`src/rtl/sha256_byte_stream_hasher_core_defines.svh`:
```
// assertion macros for the sha-256 byte stream hasher
// included by rtl files that carry concurrent assertions
`ifndef SHA256_BYTE_STREAM_HASHER_CORE_DEFINES_SVH
`define SHA256_BYTE_STREAM_HASHER_CORE_DEFINES_SVH
`ifndef NO_ASSERTIONS
`define SHBH_ASSERT_IMP(name, clk, rst_n, ante, cons) \
    name: assert property (@(posedge clk) disable iff (!rst_n) (ante) |-> (cons)) \
        else $error("implication check failed");
`define SHBH_ASSERT_NXT(name, clk, rst_n, ante, cons) \
    name: assert property (@(posedge clk) disable iff (!rst_n) (ante) |=> (cons)) \
        else $error("next cycle check failed");
`else
`define SHBH_ASSERT_IMP(name, clk, rst_n, ante, cons)
`define SHBH_ASSERT_NXT(name, clk, rst_n, ante, cons)
`endif
`endif

```
`src/rtl/shbh_pkg.sv`:
```
// shared types, command codes and sha-256 functions for the byte stream hasher
// no dependencies
package shbh_pkg;

    typedef logic [31:0] word_t;

    localparam logic [1:0] CMD_ABSORB  = 2'd0;
    localparam logic [1:0] CMD_FINISH  = 2'd1;
    localparam logic [1:0] CMD_RESTART = 2'd2;

    localparam logic [7:0] PAD_MARK = 8'h80;

    typedef struct packed {
        logic init;
        logic load;
        logic round;
        logic fold;
    } shbh_ctrl_t;

    typedef struct packed {
        logic       en;
        logic [5:0] addr;
        logic [7:0] data;
    } shbh_wr_t;

    function automatic word_t rotr(input word_t x, input int n);
        return word_t'((x >> n) | (x << (32 - n)));
    endfunction

    function automatic word_t big_sig0(input word_t x);
        return rotr(x, 2) ^ rotr(x, 13) ^ rotr(x, 22);
    endfunction

    function automatic word_t big_sig1(input word_t x);
        return rotr(x, 6) ^ rotr(x, 11) ^ rotr(x, 25);
    endfunction

    function automatic word_t small_sig0(input word_t x);
        return rotr(x, 7) ^ rotr(x, 18) ^ (x >> 3);
    endfunction

    function automatic word_t small_sig1(input word_t x);
        return rotr(x, 17) ^ rotr(x, 19) ^ (x >> 10);
    endfunction

    function automatic word_t init_hash(input logic [2:0] idx);
        word_t r;
        case (idx)
            3'd0:    r = 32'h6a09e667;
            3'd1:    r = 32'hbb67ae85;
            3'd2:    r = 32'h3c6ef372;
            3'd3:    r = 32'ha54ff53a;
            3'd4:    r = 32'h510e527f;
            3'd5:    r = 32'h9b05688c;
            3'd6:    r = 32'h1f83d9ab;
            default: r = 32'h5be0cd19;
        endcase
        return r;
    endfunction

    function automatic word_t round_const(input logic [5:0] idx);
        word_t r;
        case (idx)
            6'd0:  r = 32'h428a2f98;  6'd1:  r = 32'h71374491;
            6'd2:  r = 32'hb5c0fbcf;  6'd3:  r = 32'he9b5dba5;
            6'd4:  r = 32'h3956c25b;  6'd5:  r = 32'h59f111f1;
            6'd6:  r = 32'h923f82a4;  6'd7:  r = 32'hab1c5ed5;
            6'd8:  r = 32'hd807aa98;  6'd9:  r = 32'h12835b01;
            6'd10: r = 32'h243185be;  6'd11: r = 32'h550c7dc3;
            6'd12: r = 32'h72be5d74;  6'd13: r = 32'h80deb1fe;
            6'd14: r = 32'h9bdc06a7;  6'd15: r = 32'hc19bf174;
            6'd16: r = 32'he49b69c1;  6'd17: r = 32'hefbe4786;
            6'd18: r = 32'h0fc19dc6;  6'd19: r = 32'h240ca1cc;
            6'd20: r = 32'h2de92c6f;  6'd21: r = 32'h4a7484aa;
            6'd22: r = 32'h5cb0a9dc;  6'd23: r = 32'h76f988da;
            6'd24: r = 32'h983e5152;  6'd25: r = 32'ha831c66d;
            6'd26: r = 32'hb00327c8;  6'd27: r = 32'hbf597fc7;
            6'd28: r = 32'hc6e00bf3;  6'd29: r = 32'hd5a79147;
            6'd30: r = 32'h06ca6351;  6'd31: r = 32'h14292967;
            6'd32: r = 32'h27b70a85;  6'd33: r = 32'h2e1b2138;
            6'd34: r = 32'h4d2c6dfc;  6'd35: r = 32'h53380d13;
            6'd36: r = 32'h650a7354;  6'd37: r = 32'h766a0abb;
            6'd38: r = 32'h81c2c92e;  6'd39: r = 32'h92722c85;
            6'd40: r = 32'ha2bfe8a1;  6'd41: r = 32'ha81a664b;
            6'd42: r = 32'hc24b8b70;  6'd43: r = 32'hc76c51a3;
            6'd44: r = 32'hd192e819;  6'd45: r = 32'hd6990624;
            6'd46: r = 32'hf40e3585;  6'd47: r = 32'h106aa070;
            6'd48: r = 32'h19a4c116;  6'd49: r = 32'h1e376c08;
            6'd50: r = 32'h2748774c;  6'd51: r = 32'h34b0bcb5;
            6'd52: r = 32'h391c0cb3;  6'd53: r = 32'h4ed8aa4a;
            6'd54: r = 32'h5b9cca4f;  6'd55: r = 32'h682e6ff3;
            6'd56: r = 32'h748f82ee;  6'd57: r = 32'h78a5636f;
            6'd58: r = 32'h84c87814;  6'd59: r = 32'h8cc70208;
            6'd60: r = 32'h90befffa;  6'd61: r = 32'ha4506ceb;
            6'd62: r = 32'hbef9a3f7;
            default: r = 32'hc67178f2;
        endcase
        return r;
    endfunction

endpackage

```
`src/rtl/sha256_byte_stream_hasher_core.sv`:
```
// sha-256 byte stream hasher top level: request sequencer, padding and digest output
// depends on shbh_pkg, shbh_sched, shbh_round and the assertion macro header
//
// input channel s_axis: one request per handshake, tuser carries the command
// (absorb byte, finish, restart), tdata carries the message byte
// output channel m_axis: eight digest words after a finish, word 0 first,
// tlast on the eighth word
// an absorb writes one byte; the byte that fills a block adds 64 rounds of the
// shared round unit and then a fold into the chaining words
// a finish pads one byte per cycle up to the block end, then 64 rounds and a
// fold; with more than 55 bytes buffered this repeats for a second block
// digest words go one per cycle unless stalled; a repeated finish emits them at once
// s_axis_tready is high only while the sequencer is idle
// reset (or a restart request) loads the initial hash values and clears the
// byte count, the block count and the finished mark
// a stalled receiver holds the current word on m_axis; nothing is accepted
// until all eight words are taken
module sha256_byte_stream_hasher_core (
    input  logic        clk,
    input  logic        rst_n,
    input  logic        s_axis_tvalid,
    output logic        s_axis_tready,
    input  logic [7:0]  s_axis_tdata,   // [7:0] data_byte
    input  logic [1:0]  s_axis_tuser,   // [1:0] cmd
    output logic        m_axis_tvalid,
    input  logic        m_axis_tready,
    output logic [39:0] m_axis_tdata,   // [31:0] digest_word, [34:32] word_index
    output logic        m_axis_tlast    // last_word
);
    import shbh_pkg::*;

    `include "sha256_byte_stream_hasher_core_defines.svh"

    localparam logic [2:0] ST_IDLE = 3'd0;
    localparam logic [2:0] ST_PAD  = 3'd1;
    localparam logic [2:0] ST_COMP = 3'd2;
    localparam logic [2:0] ST_FOLD = 3'd3;
    localparam logic [2:0] ST_OUT  = 3'd4;

    logic [2:0]  state_reg, state_next;
    logic [5:0]  fill_reg, fill_next;
    logic [54:0] blocks_reg, blocks_next;
    logic        fin_reg, fin_next;
    logic        pad_reg, pad_next;
    logic        two_blk_reg, two_blk_next;
    logic [6:0]  pos_reg, pos_next;
    logic [63:0] len_reg, len_next;
    logic [5:0]  rnd_reg, rnd_next;
    logic [2:0]  idx_reg, idx_next;

    logic        s_fire;
    shbh_ctrl_t  ctrl;
    shbh_wr_t    wr;
    word_t       w_cur;
    word_t [7:0] chain_value;

    assign s_axis_tready = (state_reg == ST_IDLE);
    assign s_fire        = s_axis_tvalid && s_axis_tready;
    assign m_axis_tvalid = (state_reg == ST_OUT);
    assign m_axis_tdata  = {5'b00000, idx_reg, chain_value[idx_reg]};
    assign m_axis_tlast  = (idx_reg == 3'd7);

    shbh_sched u_sched (
        .clk   (clk),
        .ctrl  (ctrl),
        .wr    (wr),
        .w_cur (w_cur)
    );

    shbh_round u_round (
        .clk         (clk),
        .rst_n       (rst_n),
        .ctrl        (ctrl),
        .w_cur       (w_cur),
        .rnd         (rnd_reg),
        .chain_value (chain_value)
    );

    always_comb
    begin
        state_next   = state_reg;
        fill_next    = fill_reg;
        blocks_next  = blocks_reg;
        fin_next     = fin_reg;
        pad_next     = pad_reg;
        two_blk_next = two_blk_reg;
        pos_next     = pos_reg;
        len_next     = len_reg;
        rnd_next     = rnd_reg;
        idx_next     = idx_reg;
        ctrl         = '0;
        wr           = '0;

        case (state_reg)
            ST_IDLE:
            begin
                if (s_fire)
                begin
                    case (s_axis_tuser)
                        CMD_ABSORB:
                        begin
                            if (!fin_reg)
                            begin
                                wr.en     = 1'b1;
                                wr.addr   = fill_reg;
                                wr.data   = s_axis_tdata;
                                fill_next = fill_reg + 6'd1;
                                if (fill_reg == 6'd63)
                                begin
                                    ctrl.load   = 1'b1;
                                    rnd_next    = '0;
                                    blocks_next = blocks_reg + 55'd1;
                                    pad_next    = 1'b0;
                                    state_next  = ST_COMP;
                                end
                            end
                        end
                        CMD_FINISH:
                        begin
                            idx_next = '0;
                            if (fin_reg)
                            begin
                                state_next = ST_OUT;
                            end
                            else
                            begin
                                wr.en        = 1'b1;
                                wr.addr      = fill_reg;
                                wr.data      = PAD_MARK;
                                len_next     = {blocks_reg, fill_reg, 3'b000};
                                pos_next     = {1'b0, fill_reg} + 7'd1;
                                two_blk_next = (fill_reg[5:3] == 3'b111);
                                pad_next     = 1'b1;
                                fill_next    = '0;
                                state_next   = ST_PAD;
                            end
                        end
                        CMD_RESTART:
                        begin
                            ctrl.init   = 1'b1;
                            fill_next   = '0;
                            blocks_next = '0;
                            fin_next    = 1'b0;
                            pad_next    = 1'b0;
                        end
                        default:
                        begin
                        end
                    endcase
                end
            end
            ST_PAD:
            begin
                if (pos_reg == 7'd64)
                begin
                    ctrl.load  = 1'b1;
                    rnd_next   = '0;
                    state_next = ST_COMP;
                end
                else
                begin
                    wr.en   = 1'b1;
                    wr.addr = pos_reg[5:0];
                    // length bytes only in the final block, most significant first
                    if (pos_reg[5:3] == 3'b111 && !two_blk_reg)
                    begin
                        wr.data  = len_reg[63:56];
                        len_next = {len_reg[55:0], 8'h00};
                    end
                    else
                    begin
                        wr.data = 8'h00;
                    end
                    pos_next = pos_reg + 7'd1;
                end
            end
            ST_COMP:
            begin
                ctrl.round = 1'b1;
                rnd_next   = rnd_reg + 6'd1;
                if (rnd_reg == 6'd63)
                begin
                    state_next = ST_FOLD;
                end
            end
            ST_FOLD:
            begin
                ctrl.fold = 1'b1;
                if (pad_reg)
                begin
                    if (two_blk_reg)
                    begin
                        two_blk_next = 1'b0;
                        pos_next     = '0;
                        state_next   = ST_PAD;
                    end
                    else
                    begin
                        fin_next   = 1'b1;
                        pad_next   = 1'b0;
                        idx_next   = '0;
                        state_next = ST_OUT;
                    end
                end
                else
                begin
                    state_next = ST_IDLE;
                end
            end
            ST_OUT:
            begin
                if (m_axis_tready)
                begin
                    idx_next = idx_reg + 3'd1;
                    if (idx_reg == 3'd7)
                    begin
                        state_next = ST_IDLE;
                    end
                end
            end
            default:
            begin
                state_next = ST_IDLE;
            end
        endcase
    end

    always_ff @(posedge clk or negedge rst_n)
    begin
        if (!rst_n)
        begin
            state_reg   <= ST_IDLE;
            fill_reg    <= '0;
            blocks_reg  <= '0;
            fin_reg     <= 1'b0;
            pad_reg     <= 1'b0;
            two_blk_reg <= 1'b0;
            pos_reg     <= '0;
            rnd_reg     <= '0;
            idx_reg     <= '0;
        end
        else
        begin
            state_reg   <= state_next;
            fill_reg    <= fill_next;
            blocks_reg  <= blocks_next;
            fin_reg     <= fin_next;
            pad_reg     <= pad_next;
            two_blk_reg <= two_blk_next;
            pos_reg     <= pos_next;
            rnd_reg     <= rnd_next;
            idx_reg     <= idx_next;
        end
    end

    always_ff @(posedge clk)
    begin
        len_reg <= len_next;
    end

    `SHBH_ASSERT_IMP(a_ready_excludes_output, clk, rst_n, s_axis_tready, !m_axis_tvalid)
    `SHBH_ASSERT_NXT(a_last_word_returns_idle, clk, rst_n, m_axis_tvalid && m_axis_tready && m_axis_tlast, s_axis_tready)
    `SHBH_ASSERT_NXT(a_rounds_end_in_fold, clk, rst_n, state_reg == ST_COMP && rnd_reg == 6'd63, state_reg == ST_FOLD)
    `SHBH_ASSERT_IMP(a_pad_pos_in_block, clk, rst_n, state_reg == ST_PAD, pos_reg <= 7'd64)
    `SHBH_ASSERT_NXT(a_restart_clears, clk, rst_n, s_fire && s_axis_tuser == CMD_RESTART, fill_reg == 6'd0 && !fin_reg)

endmodule

```
`src/rtl/shbh_sched.sv`:
```
// block buffer and message schedule window, sixteen words shifted once per round
// depends on shbh_pkg
module shbh_sched (
    input  logic               clk,
    input  shbh_pkg::shbh_ctrl_t ctrl,
    input  shbh_pkg::shbh_wr_t   wr,
    output shbh_pkg::word_t      w_cur
);
    import shbh_pkg::*;

    word_t win_reg [16];
    word_t w_new;

    always_comb
    begin
        w_new = small_sig1(win_reg[14]) + win_reg[9] + small_sig0(win_reg[1]) + win_reg[0];
    end

    assign w_cur = win_reg[0];

    always_ff @(posedge clk)
    begin
        if (ctrl.round)
        begin
            for (int i = 0; i < 15; i++)
            begin
                win_reg[i] <= win_reg[i + 1];
            end
            win_reg[15] <= w_new;
        end
        else if (wr.en)
        begin
            // first byte of a word lands in its top lane
            win_reg[wr.addr[5:2]][{~wr.addr[1:0], 3'b000} +: 8] <= wr.data;
        end
    end

endmodule

```
`src/rtl/shbh_round.sv`:
```
// shared compression round unit with working variables and chaining words
// depends on shbh_pkg
module shbh_round (
    input  logic                 clk,
    input  logic                 rst_n,
    input  shbh_pkg::shbh_ctrl_t ctrl,
    input  shbh_pkg::word_t      w_cur,
    input  logic [5:0]           rnd,
    output shbh_pkg::word_t [7:0] chain_value
);
    import shbh_pkg::*;

    word_t [7:0] v_reg;
    word_t [7:0] chain_reg;
    word_t       t1;
    word_t       t2;
    word_t       chv;
    word_t       mj;

    always_comb
    begin
        chv = (v_reg[4] & v_reg[5]) ^ (~v_reg[4] & v_reg[6]);
        mj  = (v_reg[0] & v_reg[1]) ^ (v_reg[0] & v_reg[2]) ^ (v_reg[1] & v_reg[2]);
        t1  = v_reg[7] + big_sig1(v_reg[4]) + chv + round_const(rnd) + w_cur;
        t2  = big_sig0(v_reg[0]) + mj;
    end

    assign chain_value = chain_reg;

    always_ff @(posedge clk or negedge rst_n)
    begin
        if (!rst_n)
        begin
            for (int i = 0; i < 8; i++)
            begin
                chain_reg[i] <= init_hash(3'(i));
            end
        end
        else if (ctrl.init)
        begin
            for (int i = 0; i < 8; i++)
            begin
                chain_reg[i] <= init_hash(3'(i));
            end
        end
        else if (ctrl.fold)
        begin
            for (int i = 0; i < 8; i++)
            begin
                chain_reg[i] <= chain_reg[i] + v_reg[i];
            end
        end
    end

    always_ff @(posedge clk)
    begin
        if (ctrl.load)
        begin
            v_reg <= chain_reg;
        end
        else if (ctrl.round)
        begin
            v_reg[7] <= v_reg[6];
            v_reg[6] <= v_reg[5];
            v_reg[5] <= v_reg[4];
            v_reg[4] <= v_reg[3] + t1;
            v_reg[3] <= v_reg[2];
            v_reg[2] <= v_reg[1];
            v_reg[1] <= v_reg[0];
            v_reg[0] <= t1 + t2;
        end
    end

endmodule
```
`config.mk`:
```
export PLATFORM = sky130hd
export DESIGN_NAME = sha256_byte_stream_hasher_core
export DESIGN_NICKNAME = d
export VERILOG_FILES = /design/src/rtl/shbh_pkg.sv /design/src/rtl/sha256_byte_stream_hasher_core.sv /design/src/rtl/shbh_sched.sv /design/src/rtl/shbh_round.sv
export VERILOG_INCLUDE_DIRS = /design/src /design/src/rtl
export SDC_FILE = /design/constraint.sdc
export NUM_CORES = 2
export LEC_CHECK = 0
export ABC_CLOCK_PERIOD_IN_PS = 9500
export BUFFER_PORTS_ARGS = -buffer_cell sky130_fd_sc_hd__buf_4
export CAP_MARGIN = 20
export CELL_PAD_IN_SITES_DETAIL_PLACEMENT = 0
export CELL_PAD_IN_SITES_GLOBAL_PLACEMENT = 2
export CORE_ASPECT_RATIO = 0.5
export CORE_MARGIN = 1
export CORE_UTILIZATION = 39
export CTS_CLUSTER_DIAMETER = 120
export DETAILED_ROUTE_END_ITERATION = 10
export PLACE_DENSITY_LB_ADDON = 0.1
export SYNTH_ARGS = -nofsm -noshare
export SYNTH_HDL_FRONTEND = slang
export SYNTH_SLANG_ARGS = --single-unit
```
`constraint.sdc`:
```
create_clock -name clk -period 9.5 [get_ports clk]
set_input_delay 0.95 -clock clk [delete_from_list [all_inputs] [get_ports clk]]
set_output_delay 0.95 -clock clk [all_outputs]
set_load 0.01 [all_outputs]
```
==> results.ini <==
[yosys]
yosysTopAreaCell = sky130_fd_sc_hd__edfxtp_1
syn_area_per_cell_um2 = 10.0
synthesis.yosys.warnings = 0
main_combinational_cell_family_by_area_after_synthesis = compound AO/OA/AOI/OAI gates
synth_edf_count = 829
yosys.area_share.simple_pct = 12.7
ys_seq_area_share_pct = 42.9
mappedNetlistArea_um2 = 78100
synth-seq-cells = 1168
ys.flop_type = sky130_fd_sc_hd__edfxtp_1
synth.most_common_cell = sky130_fd_sc_hd__nand2_1
netlist-cell-type-count = 115
ys_top_cells_by_area = sky130_fd_sc_hd__edfxtp_1 32%, sky130_fd_sc_hd__dfrtp_1 6.5%, sky130_fd_sc_hd__ha_1 6.4%
synth_largest_type_area_fraction_pct = 31.9
synthMuxAreaShare_pct = 6.00
yosys.area_share.xor_xnor_pct = 6.60
synthArstFlopShare_pct = 29.0
synth_cells = 7795
adder_cell_area_share_of_the_yosys_netlist_pct = 11.7
synth_compound_area_share_pct = 16.6
ys_top_cells_by_count = 1208 x sky130_fd_sc_hd__nand2_1, 829 x sky130_fd_sc_hd__edfxtp_1, 801 x sky130_fd_sc_hd__o21ai_0

[sta]
finalCritPeriodShare_pct = 96.1
fin_skew_ns = 0.0421
maxSlewHeadroom_pct = 23.0
final.setup.worst_slack_ns = 0.368
fin_crit_ns = 9.13
setup-tns-final_ns = 0
final_hold_viol_count = 0
setup_violations = 0
grt_setup_unrepaired = no
tightest_slew_ns = 1.15
slew_violations = 0
peak_clock_frequency_supported_by_timing_mhz = 110

[routing]
drtPass1Iterations = 6
vias_per_cell = 5.68
drt_drc_violations_left = 0
detail_route.wl_per_cell_um = 26.2
wire_length_reported_by_the_detailed_router_um = 273000
dr.first_iter.drc_count = 5237
met1Wirelength_um = 136000
detail-route-antenna-nets = 0
route.vias.total = 59200
met2_wirelength_um = 117000
max_layer_used = met5
route.met3.wl_um = 15100

[placement]
gp_congestion = 0.986
detailed_place_hpwl_um = 201000
dp_cells = 10200
port_buffers = 51
placement.setup.worst_slack_ns = 0.263

[die]
die_area_um2 = 202000
floorplan.initialDensity_pct = 39.5
rows = 115
die_height_um = 318
floorplan.io_pins = 57
horiz_die_dim_um = 635
floorplan.core_area_um2 = 198000

[worst_setup_path]
crit_path_max_incr_delay_ns = 0.49
timing.critical_path.max_delay_family = compound AO/OA/AOI/OAI gates
critPathCaptureType = flip-flop
crit_type = flip-flop to flip-flop
required_ns = 10.00
path_max_fanout = 23
crit_buf_inv = 7
crit_path_top_delay_cell = sky130_fd_sc_hd__fa_1
worst_ep_arrival_ns = 9.63
timing.critical_path.from_type = flip-flop
crit_top_cell = sky130_fd_sc_hd__a21oi_1

[finish]
multi_input_comb_area_um2 = 42000
final-seq-area_um2 = 33600
number_of_flip_flops_in_the_largest_register = 512
layout-drive-gt1-share_pct = 11.8
finalNonFillerCells = 10400
final_net_count = 8298
filler_cell_count = 19100
areaGrowthSynthToFinish_pct = 9.10

[clock_network]
cts-hold-fix-buffers = 0
tritoncts = yes
number_of_h_tree_levels = 3
clock_insertion_delay_worst_skew_ns = 0.78
clk_pin_slew_ns = 0.07
clockBufferDepth = 3
postCtsSetupRepairBufs = 0
cts_buffers = 116
cts.root.buffer_cell = sky130_fd_sc_hd__clkbuf_16
cts_num_sinks = 1168
cts_resized = 0

[run_status]
status = complete, no violations

[global_routing]
maximum_number_of_pins_on_one_net_before_global_route_repair = 112
via_count_of_the_first_global_routing_pass = 57100
grt_antenna_before_repair = 12
grt_util_all_layers_pct = 26.5
wire_length_of_the_first_global_routing_pass_um = 400000
grt_overflow_total = 0

[job]
timing.max_cap.violations = 0

[hold_path]
min_path_type = primary input to asynchronous set/reset pin

==> cells by family after synthesis <==
group	count (synthesis)
flip-flops	1168
AND/OR/NAND/NOR	2233
adder cells (fa/ha/maj)	619
other	1
multiplexers	350
buffers and inverters	671
AO/OA/AOI/OAI	2164
XOR/XNOR	589
==> worst reg2reg max path, delay by kind of cell, from the launching register on <==
kind	cells	cell delay (ns)
adders and majority gates	7	2.84
buffers and inverters	7	0.87
AOI/OAI and AO/OA	15	3.28
and+or+nand+nor	7	1.21
xor gates and xnor gates	2	0.29
DFF	1	0.38
==> through the flow <==
stage | util, % | hold WS (ns) | instance area, um2
3_5_place_dp | 41.0 | 0.495 | 81200
4_1_cts | 43.1 | 0.103 | 85200
5_1_grt | 43.1 | 0.106 | 85200
3_3_place_gp | 41.0 | 0.493 | 81200
2_1_floorplan | - | 0.483 | 78100
6_report | 43.1 | 0.0984 | 85200
==> metal layers <==
metal  vias up  GRT usage [%]
li1      27900              -
met3       260           3.81
met5         -              0
met1     29600           40.4
met4         2           4.55
met2      1469           40.1
==> worst paths after layout <==
path / cells past startpoint / end / slack, ns / from
max in group asynchronous: 3 / u_round.chain_value[84]$_DFFE_PN0P_ / 7.45 / rst_n
setup / recovery: 38 / u_round.v_reg[31]$_DFFE_PP_ / 0.37 / rnd_reg[0]$_DFFE_PN0P_
min in group clk: 3 / idx_reg[1]$_DFFE_PN0P_ / 0.44 / m_axis_tready
hold / removal: 1 / fill_reg[1]$_DFFE_PN0P_ / 0.1 / rst_n
hold reg to reg: 2 / len_reg[34]$_DFFE_PP_ / 0.51 / len_reg[26]$_DFFE_PP_
setup reg to reg: 38 / u_round.v_reg[31]$_DFFE_PP_ / 0.37 / rnd_reg[0]$_DFFE_PN0P_
==> layout make-up <==
class / count / share of cell area, %
multi-input combinational: 5960 / 49.3
sequential: 1168 / 39.4
tap: 2632 / 3.86
clock buffer: 140 / 3.56
timing repair buffer: 165 / 1.52
inverter: 276 / 1.22
clock inverter: 80 / 1.11
antenna: 2 / 0.00587
==> placed cells by master, fill, tap and decap left out, types with 161 or more instances in the layout <==
cell type / count
sky130_fd_sc_hd__o21ai_0: 800
sky130_fd_sc_hd__mux2_2: 255
sky130_fd_sc_hd__ha_1: 402
sky130_fd_sc_hd__a21oi_1: 494
sky130_fd_sc_hd__xnor2_1: 382
sky130_fd_sc_hd__a21o_1: 161
sky130_fd_sc_hd__nor2_1: 413
sky130_fd_sc_hd__fa_1: 195
sky130_fd_sc_hd__dfrtp_1: 196
sky130_fd_sc_hd__nand2_1: 1207
sky130_fd_sc_hd__inv_1: 271
sky130_fd_sc_hd__xor2_1: 207
sky130_fd_sc_hd__edfxtp_1: 829
Power is not shown: default switching activity piles up to over one toggle a cycle in this logic, so the estimate is an artifact.
